$ cat config.mk
export PLATFORM = sky130hd
export DESIGN_NAME = prc_queue
export DESIGN_NICKNAME = d
export VERILOG_FILES = /design/src/hdl/prc_queue.sv
export VERILOG_INCLUDE_DIRS = /design/src /design/src/hdl
export SDC_FILE = /design/constraint.sdc
export NUM_CORES = 1
export LEC_CHECK = 0
export BUFFER_PORTS_ARGS = -buffer_cell sky130_fd_sc_hd__buf_2
export CORE_ASPECT_RATIO = 0.75
export CORE_MARGIN = 2
export CORE_UTILIZATION = 35
export DETAILED_ROUTE_END_ITERATION = 6
export SKIP_CTS_REPAIR_TIMING = 1
export SLEW_MARGIN = 15
export SYNTH_ARGS = -nofsm -noshare
export SYNTH_HDL_FRONTEND = slang
export SYNTH_SLANG_ARGS = --single-unit
$ cat constraint.sdc
create_clock -name clk -period 1.7 [get_ports clk]
set_clock_uncertainty 0.15 [all_clocks]
set_input_delay 0.34 -clock clk [delete_from_list [all_inputs] [get_ports clk]]
set_output_delay 0.34 -clock clk [all_outputs]
set_load 0.01 [all_outputs]
$ cat src/hdl/particle_contact_resolve_top_defines.svh
// Assertion macros shared by the contact resolver modules.
// Included by the files that carry concurrent checks; needs nothing else.
`ifndef PARTICLE_CONTACT_RESOLVE_TOP_DEFINES_SVH
`define PARTICLE_CONTACT_RESOLVE_TOP_DEFINES_SVH

// Same-cycle implication, switched off during reset.
`define PRC_ASSERT_IMP(lbl, ck, rs, ante, cons, msg) \
  lbl: assert property (@(posedge ck) disable iff (rs) (ante) |-> (cons)) else $error(msg);

// Next-cycle implication, switched off during reset.
`define PRC_ASSERT_NXT(lbl, ck, rs, ante, cons, msg) \
  lbl: assert property (@(posedge ck) disable iff (rs) (ante) |=> (cons)) else $error(msg);

`endif

$ cat src/hdl/prc_queue.sv
// Small register queue used between the front and back parts and at the output.
// Depends on the assertion macros header; DEPTH must be a power of two.
`include "particle_contact_resolve_top_defines.svh"

module prc_queue #(
  parameter int WIDTH = 8,
  parameter int DEPTH = 4
) (
  input  logic             clk,
  input  logic             rst,
  input  logic             push,
  input  logic             pop,
  input  logic [WIDTH-1:0] din,
  output logic [WIDTH-1:0] dout,
  output logic             empty,
  output logic             full
);

  localparam int PW = (DEPTH > 1) ? $clog2(DEPTH) : 1;
  localparam int CW = $clog2(DEPTH + 1);

  logic [WIDTH-1:0] slots [DEPTH];
  logic [PW-1:0]    wr_ptr;
  logic [PW-1:0]    rd_ptr;
  logic [CW-1:0]    count;

  assign empty = (count == '0);
  assign full  = (count == CW'(DEPTH));
  assign dout  = slots[rd_ptr];

  always_ff @(posedge clk) begin
    if (rst) begin
      wr_ptr <= '0;
      rd_ptr <= '0;
      count  <= '0;
    end else begin
      if (push) begin
        wr_ptr <= wr_ptr + PW'(1);
      end
      if (pop) begin
        rd_ptr <= rd_ptr + PW'(1);
      end
      count <= count + CW'(push) - CW'(pop);
    end
  end

  always_ff @(posedge clk) begin
    if (push) begin
      slots[wr_ptr] <= din;
    end
  end

  `PRC_ASSERT_IMP(a_no_overflow, clk, rst, push, !full, "queue written while full")
  `PRC_ASSERT_IMP(a_no_underflow, clk, rst, pop, !empty, "queue read while empty")

endmodule

==> results.txt, run 1 <==
Status - complete, but fails checks
Violated checks - negative setup slack
Vias in the first global route - 832
Max Cap Viol - 0
Met2 Resource Use GR - 19.4%
Ant diodes - 0
Rows - 21
Worst-Skew Late Latency - 0.29 ns
Worst setup SP type - flop
H-tree lvl count - 2
Global-route wire length before repair - 4080 um
WL/cell - 15.5 um
LEAKAGE - 0.708 nW
Initial core utilization - 36.2%
Measured slew at the worst slew-check pin - 0.446 ns
Area post-placement - 1800 um2
Largest net degree at the start of global routing - 14
Total GRT Usage - 11.5%
Area growth syn-to-layout - 22.6%
WS Path Type - reg2out
Placed Cells - 163
CP Depth - 3
DR iter-0 viols - 6
Met1 GRT Util - 12.7%
WP data required - 1.21 ns
Vias - 800
Initial antenna violation count - 0
Setup slack, reg-to-reg - 0.03 ns
Reg2reg start - count[0]
Yosys reg bits - 41
Hold Path Depth - 1
HP Start - din[1]
Fin nets - 132
Clock transition at the registers of the reported paths - 0.08 ns
GRT Max-Usage Layer - met2
# setup viols final - 8
Clock tree buffer depth - 2
Power Density - 1110 nW/um2
RSZ-0062 raised after global routing - yes
CTS tree - yes
Post-Syn Area - 1600 um2
Die H - 62.5 um
Reg2reg end - count[2]
Critical path capture point type - primary output
Layout cells sized above 1 - 41.2%
Ratio of final minimum period to clock period - 113%
Routed wire length - 2640 um
Net Count, Synth - 103
Max Slew Vio Count - 0
Antenna Nets Post-Route - 0
Synth warn - 0
Synth cell types - 19
# IOs - 22
CP arrival - 1.43 ns
Cell family with most CP delay - multiplexers
Worst-path maximum fanout - 8
Rel. slew slack - 70.3%
Commonest non-fill, non-tap cell in the layout - edfxtp_1
Initial DRT Pass Iterations - 4
FF/Latch Area - 1140 um2
Commonest cells after routing, fill and taps aside - 32 x edfxtp_1, 15 x buf_2, 8 x mux4_2
Post-route insts no fill - 171
Sink Count - 41
Total grt overflow - 0
CP Cell Sequence - buf_12 -> mux4_2 -> buf_6
Multi-input gate area - 444 um2
Peak Freq - 521 MHz
Hold Crit Class - in2reg
CP max stage cell - mux4_2
Fillers - 395
Hold endpoint - slots[1][1]
GR Util met3 - 3.90%
Fin. Hold Viols - 0
Worst-case reg-to-reg path depth - 7
Final GP Congestion - 0.618
Core Area - 4410 um2
Buf/Inv on CP - 2
Max rail drop VDD - 0.338 mV
Die Area - 5120 um2
Total CTS buffers - 5
Mean Syn Cell Area - 19.0 um2
Post-Synthesis Cells - 84
IO buf count - 21
Fraction of the yosys area taken by sequential cells - 71.5%
DP HPWL - 1770 um
Crit-path max cell delay - 0.51 ns
Die Wd - 82.0 um
Tmin final - 1.92 ns
Post-route cell area - 1960 um2
Avg Vias per Cell - 4.68
Final worst slack - -0.220 ns
Root Buffer - clkbuf_8
Residual DRC - 0
==> area by class of cell <==
type / count / share of cell area (%)
Sequential cell: 41 / 58.4
Multi-Input combinational cell: 35 / 22.7
Timing Repair Buffer: 24 / 9.71
Tap cell: 57 / 3.64
Clock buffer: 5 / 3.51
Inverter: 6 / 1.15
Clock inverter: 3 / 0.895
==> per-stage QoR <==
stage | setup TNS, ns | utilization, % | total power [mW] | hold WS [ns] | setup slack [ns]
after global placement | -0.108 | 40.9 | 1.52 | 0.367 | -0.0770
after CTS | -2.11 | 42.8 | 2.15 | 0.107 | -0.269
after floorplan | 0 | - | 1.41 | 0.262 | 0.0481
after global routing | -2.14 | 44.4 | 2.28 | 0.113 | -0.272
after detailed placement | -0.218 | 40.9 | 1.55 | 0.379 | -0.135
final | -1.69 | 44.4 | 2.17 | 0.115 | -0.220
==> cells in the mapped netlist (all sizes together) <==
cell type | instances | area share (%)
xor3 | 1 | 1.5
fa | 1 | 1.3
a21bo | 1 | 0.63
mux2i | 1 | 0.63
edfxtp | 32 | 60
mux4 | 8 | 11
nand3b | 1 | 0.47
nor2 | 5 | 1.2
xnor2 | 2 | 1.1
a21oi | 1 | 0.31
nor3 | 1 | 0.31
buf | 1 | 0.71
clkbuf | 1 | 0.31
ha | 6 | 4.7
and2 | 4 | 1.6
inv | 6 | 1.4
nor2b | 2 | 0.78
and3 | 1 | 0.39
dfxtp | 9 | 11
==> worst max-delay path by stage <==
stage	start	end	slack (ns)
after floorplan	count[0]	count[2]	0.05
after global placement	pop	count[2]	-0.08
after detailed placement	pop	count[2]	-0.13
after CTS	flop	dout[1]	-0.27
after global routing	flop	dout[3]	-0.27
final	flop	dout[3]	-0.22
==> state kept, by name, indices dropped and copies added, names as in the netlist, named ones only <==
signal  flops
wr_ptr      2
slots      32
rd_ptr      2
count       3
==> power breakdown <==
group | internal [mW] | switching [mW] | total, mW
registers | 1.15 | 0.0357 | 1.19
clock network | 0.283 | 0.320 | 0.603
logic | 0.215 | 0.161 | 0.376
==> cell families after synthesis <==
logic type               Yosys count  synth area share [%]
flip-flops                        41                  71.5
AND/OR/NAND/NOR                   14                  4.70
multiplexers                       9                  11.9
buffers and inverters              8                  2.43
adder cells (fa/ha/maj)            7                  5.96
XOR/XNOR                           3                  2.59
AO/OA/AOI/OAI                      2                 0.940
==> layer usage <==
metal  part of all wire [%]  vias up
li1                       -      371
met1                     40      403
met2                     53       22
met3                    4.9        4
met4                    1.4        0
met5                      0        -
Note: power is estimated with default switching activity, not from simulation.
==> inputs of run 2 (changes only) <==
--- a/config.mk
+++ b/config.mk
@@ -9,8 +9,10 @@
 export BUFFER_PORTS_ARGS = -buffer_cell sky130_fd_sc_hd__buf_2
 export CORE_ASPECT_RATIO = 0.75
 export CORE_MARGIN = 2
-export CORE_UTILIZATION = 35
+export CORE_UTILIZATION = 53
+export CTS_BUF_LIST = sky130_fd_sc_hd__clkbuf_8
 export DETAILED_ROUTE_END_ITERATION = 6
+export PLACE_DENSITY = 0.77
 export SKIP_CTS_REPAIR_TIMING = 1
 export SLEW_MARGIN = 15
 export SYNTH_ARGS = -nofsm -noshare
==> run 2 against run 1 <==
  * The run still ends with negative setup slack left
  * Flip-flop and latch count is the same
  * Combinational power grew 4%
  * Via count grew 2.4%
  * Wire length shrank 9.0%
  * Fmax grew 1.1%
  * Critical endpoint is now dout[2]
  * Largest cell class unchanged
==> results.txt, run 2 (synthesis gave the netlist of run 1 again) <==
Status - complete, but fails checks
Violated checks - negative setup slack
Core Area - 2910 um2 (-34%)
Max Cap Viol - 0 (unchanged)
Ratio of final minimum period to clock period - 112% (-1.3 points)
Max Slew Vio Count - 0 (unchanged)
Global-route wire length before repair - 3930 um (-3.9%)
Residual DRC - 0 (unchanged)
Die H - 51.5 um (-18%)
CP arrival - 1.41 ns (-0.02 ns)
CP Cell Sequence - buf_6 -> mux4_2 -> buf_6
Hold Crit Class - in2reg
IO buf count - 21 (unchanged)
CP max stage cell - mux4_2
Fillers - 186 (-53%)
Worst setup SP type - flop
Ant diodes - 0 (unchanged)
Power Density - 1100 nW/um2 (-0.75%)
DP HPWL - 1770 um (+0.13%)
Largest net degree at the start of global routing - 14 (unchanged)
Layout cells sized above 1 - 46.0% (+4.7 points)
Total grt overflow - 0 (unchanged)
WP data required - 1.21 ns (about the same)
Fin nets - 142 (+7.6%)
Crit-path max cell delay - 0.51 ns (about the same)
WL/cell - 14.8 um (-4.0%)
H-tree lvl count - 2 (unchanged)
Setup slack, reg-to-reg - 0.05 ns (+0.02 ns)
Sink Count - 41 (unchanged)
Area growth syn-to-layout - 25.6%
Avg Vias per Cell - 5.06 (+8.1%)
Commonest cells after routing, fill and taps aside - 32 x edfxtp_1, 14 x buf_2, 11 x buf_4
Hold endpoint - slots[3][2]
Initial DRT Pass Iterations - 4 (unchanged)
WS Path Type - reg2out
Commonest non-fill, non-tap cell in the layout - edfxtp_1
Rows - 17 (-19%)
Reg2reg end - count[2]
Placed Cells - 154 (-5.5%)
CTS tree - yes
Vias in the first global route - 851 (+2.3%)
RSZ-0062 raised after global routing - yes
Regs by FF count - slots x32, count x3
Total CTS buffers - 5 (unchanged)
Peak Freq - 527 MHz (+1.1%)
Reg2reg start - count[0]
Final GP Congestion - 0.663 (+7.3%)
Hold Path Depth - 1 (unchanged)
Total GRT Usage - 17.3% (+5.9 points)
Largest reg by FF count - slots
Antenna Nets Post-Route - 0 (unchanged)
Fin. Hold Viols - 0 (unchanged)
HP Start - din[2]
Pre-CTS setup slack - -0.120 ns (+0.0151 ns)
Rel. slew slack - 85.6% (+15 points)
Worst-case reg-to-reg path depth - 7 (unchanged)
Largest register FFs - 32 (unchanged)
Buf/Inv on CP - 2 (unchanged)
Routed wire length - 2400 um (-9.0%)
LEAKAGE - 0.761 nW (+7.5%)
Max rail drop VDD - 0.753 mV (+120%)
# setup viols final - 8 (unchanged)
Critical path capture point type - primary output
# IOs - 22 (unchanged)
Cell family with most CP delay - multiplexers
Post-route insts no fill - 162 (-5.3%)
Worst-Skew Late Latency - 0.28 ns (about the same)
Most common cell on crit path - buf_6
Die Wd - 67.4 um (-18%)
Root Buffer - clkbuf_8
Clock transition at the registers of the reported paths - 0.07 ns (about the same)
Worst-path maximum fanout - 4 (-4)
Clock tree buffer depth - 2 (unchanged)
Final worst slack - -0.199 ns (+0.0214 ns)
DR iter-0 viols - 15 (+9)
Vias - 819 (+2.4%)
Die Area - 3470 um2 (-32%)
Tmin final - 1.90 ns (-0.0214 ns)
Initial antenna violation count - 0 (unchanged)
Measured slew at the worst slew-check pin - 0.216 ns (-0.230 ns)
Initial core utilization - 54.8% (+19 points)
## run 2: final cells by class
class / instances / area [um2] / area share (%)
flip-flops and latches: 41 / 1140 / 57.0
multi-input cells: 35 / 444 / 22.1
repair buffers: 34 / 254 / 12.7
clock buffers: 6 / 82.6 / 4.12
well taps: 38 / 47.5 / 2.37
inverters: 6 / 22.5 / 1.12
clock inverters: 2 / 11.3 / 0.561
## run 2: worst max path at each step
stage	start	to	slack [ns]	depth (start not counted)
finish	flop	dout[2]	-0.20	3
global placement	pop	count[2]	-0.08	7
detailed placement	pop	count[2]	-0.12	7
global route	flop	dout[2]	-0.25	3
floorplan	count[0]	count[2]	0.05	7
CTS	flop	dout[1]	-0.24	3
## run 2: stage by stage
stage | hold slack (ns) | instance area [um2] | TNS (ns) | utilization (%) | power, mW
floorplan | 0.262 | 1600 | 0 | - | 1.41
global placement | 0.381 | 1830 | -0.110 | 62.8 | 1.53
detailed placement | 0.398 | 1830 | -0.177 | 62.8 | 1.55
CTS | 0.103 | 1920 | -1.89 | 66.0 | 2.17
global route | 0.104 | 2010 | -1.99 | 68.8 | 2.32
finish | 0.119 | 2010 | -1.50 | 68.8 | 2.20
## run 2: worst register-to-register path, cell delays in order (launching register included)
cell and delay [ns]:
dfxtp_2 0.33, inv_2 0.05, ha_4 0.25, inv_2 0.04
ha_4 0.15, fa_2 0.34, xor3_1 0.20, nor2_1 0.04
## run 2: routing by layer
| metal | part of all wire [%] | track usage (%) |
|---|---|---|
| met4 | 1.0 | 9.18 |
| met2 | 51 | 27.7 |
| met3 | 4.2 | 7.14 |
| met1 | 44 | 20.0 |
| met5 | 0 | 0 |
## run 2: report_power, final
| group | internal, mW | switching (mW) |
|---|---|---|
| Sequential | 1.15 | 0.0333 |
| Clock | 0.323 | 0.304 |
| Combinational | 0.229 | 0.162 |
| Total | 1.70 | 0.499 |
==> inputs of run 3 (changes only) <==
--- a/config.mk
+++ b/config.mk
@@ -9,10 +9,9 @@
 export BUFFER_PORTS_ARGS = -buffer_cell sky130_fd_sc_hd__buf_2
 export CORE_ASPECT_RATIO = 0.75
 export CORE_MARGIN = 2
-export CORE_UTILIZATION = 53
+export CORE_UTILIZATION = 30
 export CTS_BUF_LIST = sky130_fd_sc_hd__clkbuf_8
 export DETAILED_ROUTE_END_ITERATION = 6
-export PLACE_DENSITY = 0.77
 export SKIP_CTS_REPAIR_TIMING = 1
 export SLEW_MARGIN = 15
 export SYNTH_ARGS = -nofsm -noshare
==> run 3 against run 2 <==
  * The run still ends with negative setup slack left
  * Core utilization decreased by 28 points
  * Final area increased by 1.4%
  * Final cell count increased by 18%
  * Combinational power decreased by 4%
  * Flip-flop and latch count unchanged
  * Clock-buffer cell count decreased by 1
  * Fmax decreased by 1.9%
  * Largest cell class unchanged
==> results.txt, run 3 (synthesis gave the netlist of run 1 again) <==
Peak Freq - 517 MHz (-1.9%)
Total CTS buffers - 5 (unchanged)
Clock transition at the registers of the reported paths - 0.08 ns (about the same)
Hold Slack - 0.116 ns (-0.00345 ns)
Max Cap Viol - 0 (unchanged)
Ratio of final minimum period to clock period - 114% (+2.1 points)
Tmin final - 1.93 ns (+0.0364 ns)
Final worst slack - -0.235 ns (-0.0364 ns)
Largest register FFs - 32 (unchanged)
Die H - 67.2 um (+30%)
Violated checks - negative setup slack
Area growth syn-to-layout - 27.4%
# setup viols final - 8 (unchanged)
CP Cell Sequence - buf_12 -> mux4_2 -> buf_2
Root Buffer - clkbuf_8
Worst-path maximum fanout - 8 (+4)
Final core occ - 40.6% (-28 points)
Routed wire length - 2680 um (+12%)
Vias in the first global route - 909 (+6.8%)
WP data required - 1.21 ns (about the same)
Total grt overflow - 0 (unchanged)
Final GP Congestion - 0.730 (+10%)
Initial antenna violation count - 0 (unchanged)
Fin nets - 137 (-3.5%)
Area post-placement - 1850 um2 (+0.96%)
Avg Vias per Cell - 4.24 (-16%)
WS Path Type - reg2out
CTS tree - yes
Cell family with most CP delay - multiplexers
WL/cell - 14.0 um (-5.4%)
Crit-path max cell delay - 0.52 ns (about the same)
CP arrival - 1.44 ns (+0.03 ns)
Initial DRT Pass Iterations - 3 (-1)
Commonest non-fill, non-tap cell in the layout - edfxtp_1
Commonest cells after routing, fill and taps aside - 32 x edfxtp_1, 18 x buf_2, 8 x mux4_2
Max Slew Vio Count - 0 (unchanged)
Critical path capture point type - primary output
Worst-Skew Late Latency - 0.28 ns (about the same)
RSZ-0062 raised after global routing - yes
Measured slew at the worst slew-check pin - 0.208 ns (-0.00791 ns)
DP HPWL - 1910 um (+7.5%)
Total Power - 2.49 mW (+13%)
Largest net degree at the start of global routing - 15 (+1)
Die Wd - 88.2 um (+31%)
Die Area - 5930 um2 (+71%)
# IOs - 22 (unchanged)
Hold Crit Class - in2reg
Residual DRC - 0 (unchanged)
Sink Count - 41 (unchanged)
Rows - 22 (+5)
Initial core utilization - 31.9% (-23 points)
Total GRT Usage - 10.3% (-7.1 points)
Setup TNS - -1.65 ns (-0.142 ns)
Layout cells sized above 1 - 44.5% (-1.4 points)
Vias - 809 (-1.2%)
Rel. slew slack - 86.1% (+0.43 points)
LEAKAGE - 0.749 nW (-1.7%)
IO buf count - 21 (unchanged)
Largest reg by FF count - slots
Buf/Inv on CP - 2 (unchanged)
Status - complete, but fails checks
Core Area - 5010 um2 (+72%)
Power Density - 1220 nW/um2 (+11%)
Worst setup SP type - flop
Clock tree buffer depth - 2 (unchanged)
CP max stage cell - mux4_2
Antenna Nets Post-Route - 0 (unchanged)
Post-route cell area - 2030 um2 (+1.4%)
Global-route wire length before repair - 4220 um (+7.4%)
Fin. Hold Viols - 0 (unchanged)
Regs by FF count - slots x32, count x3
Max rail drop VDD - 0.445 mV (-41%)
H-tree lvl count - 2 (unchanged)
Ant diodes - 0 (unchanged)
DR iter-0 viols - 35 (+20)
[run 3: changes by cell type in the layout (fill, tap and decap cells not counted), sizes merged]
cell	change
bufinv	+2
clkinvlp	-1
buf	-5
clkbuf	-1
[run 3: path summary, 6_finish.rpt]
path | startpoint | end | slack (ns) | cells after the start
hold / removal | din[4] | slots[1][4] | 0.12 | 1
setup reg to reg | count[0] | count[2] | 0.02 | 7
hold reg to reg | rd_ptr[1] | rd_ptr[1] | 0.40 | 2
setup / recovery | flop | dout[2] | -0.23 | 3
[run 3: worst register-to-register path: cells and delay by family (launching register included)]
family        cells  cell delay [ns]
flops             1             0.34
fa+ha+maj         3             0.75
xor+xnor          1             0.20
simple gates      1             0.05
buf+inv           2             0.09
[run 3: metrics by stage]
| step | setup slack (ns) | instances |
|---|---|---|
| 6_report | -0.235 | 191 |
| 5_1_grt | -0.291 | 191 |
| 4_1_cts | -0.293 | 191 |
| 3_5_place_dp | -0.155 | 183 |
| 3_3_place_gp | -0.0729 | 183 |
| 2_1_floorplan | 0.0481 | 84 |
[run 3: per-layer routing]
layer	vias to the layer above	GRT usage, %	routed length [um]	part of all wire (%)
met5	-	0	0	0
met1	403	12.1	1190	44
li1	383	-	-	-
met3	5	3.79	123	4.6
met4	0	3.98	30	1.1
met2	18	17.2	1330	50
[run 3: final cells by class]
cell class	instances	area (um2)
repair buffers	29	196
well taps	72	90.1
fillers	475	2980
inverters	6	22.5
clock buffers	5	68.8
multi-input cells	35	444
flip-flops and latches	41	1140
clock inverters	3	68.8
[run 3: power breakdown]
| group | internal [mW] | total [mW] | leakage [nW] | switching, mW |
|---|---|---|---|---|
| combinational | 0.207 | 0.376 | 0.311 | 0.169 |
| sequential | 1.15 | 1.19 | 0.369 | 0.0352 |
| clock | 0.591 | 0.923 | 0.0687 | 0.333 |
| total | 1.95 | 2.49 | 0.749 | 0.537 |
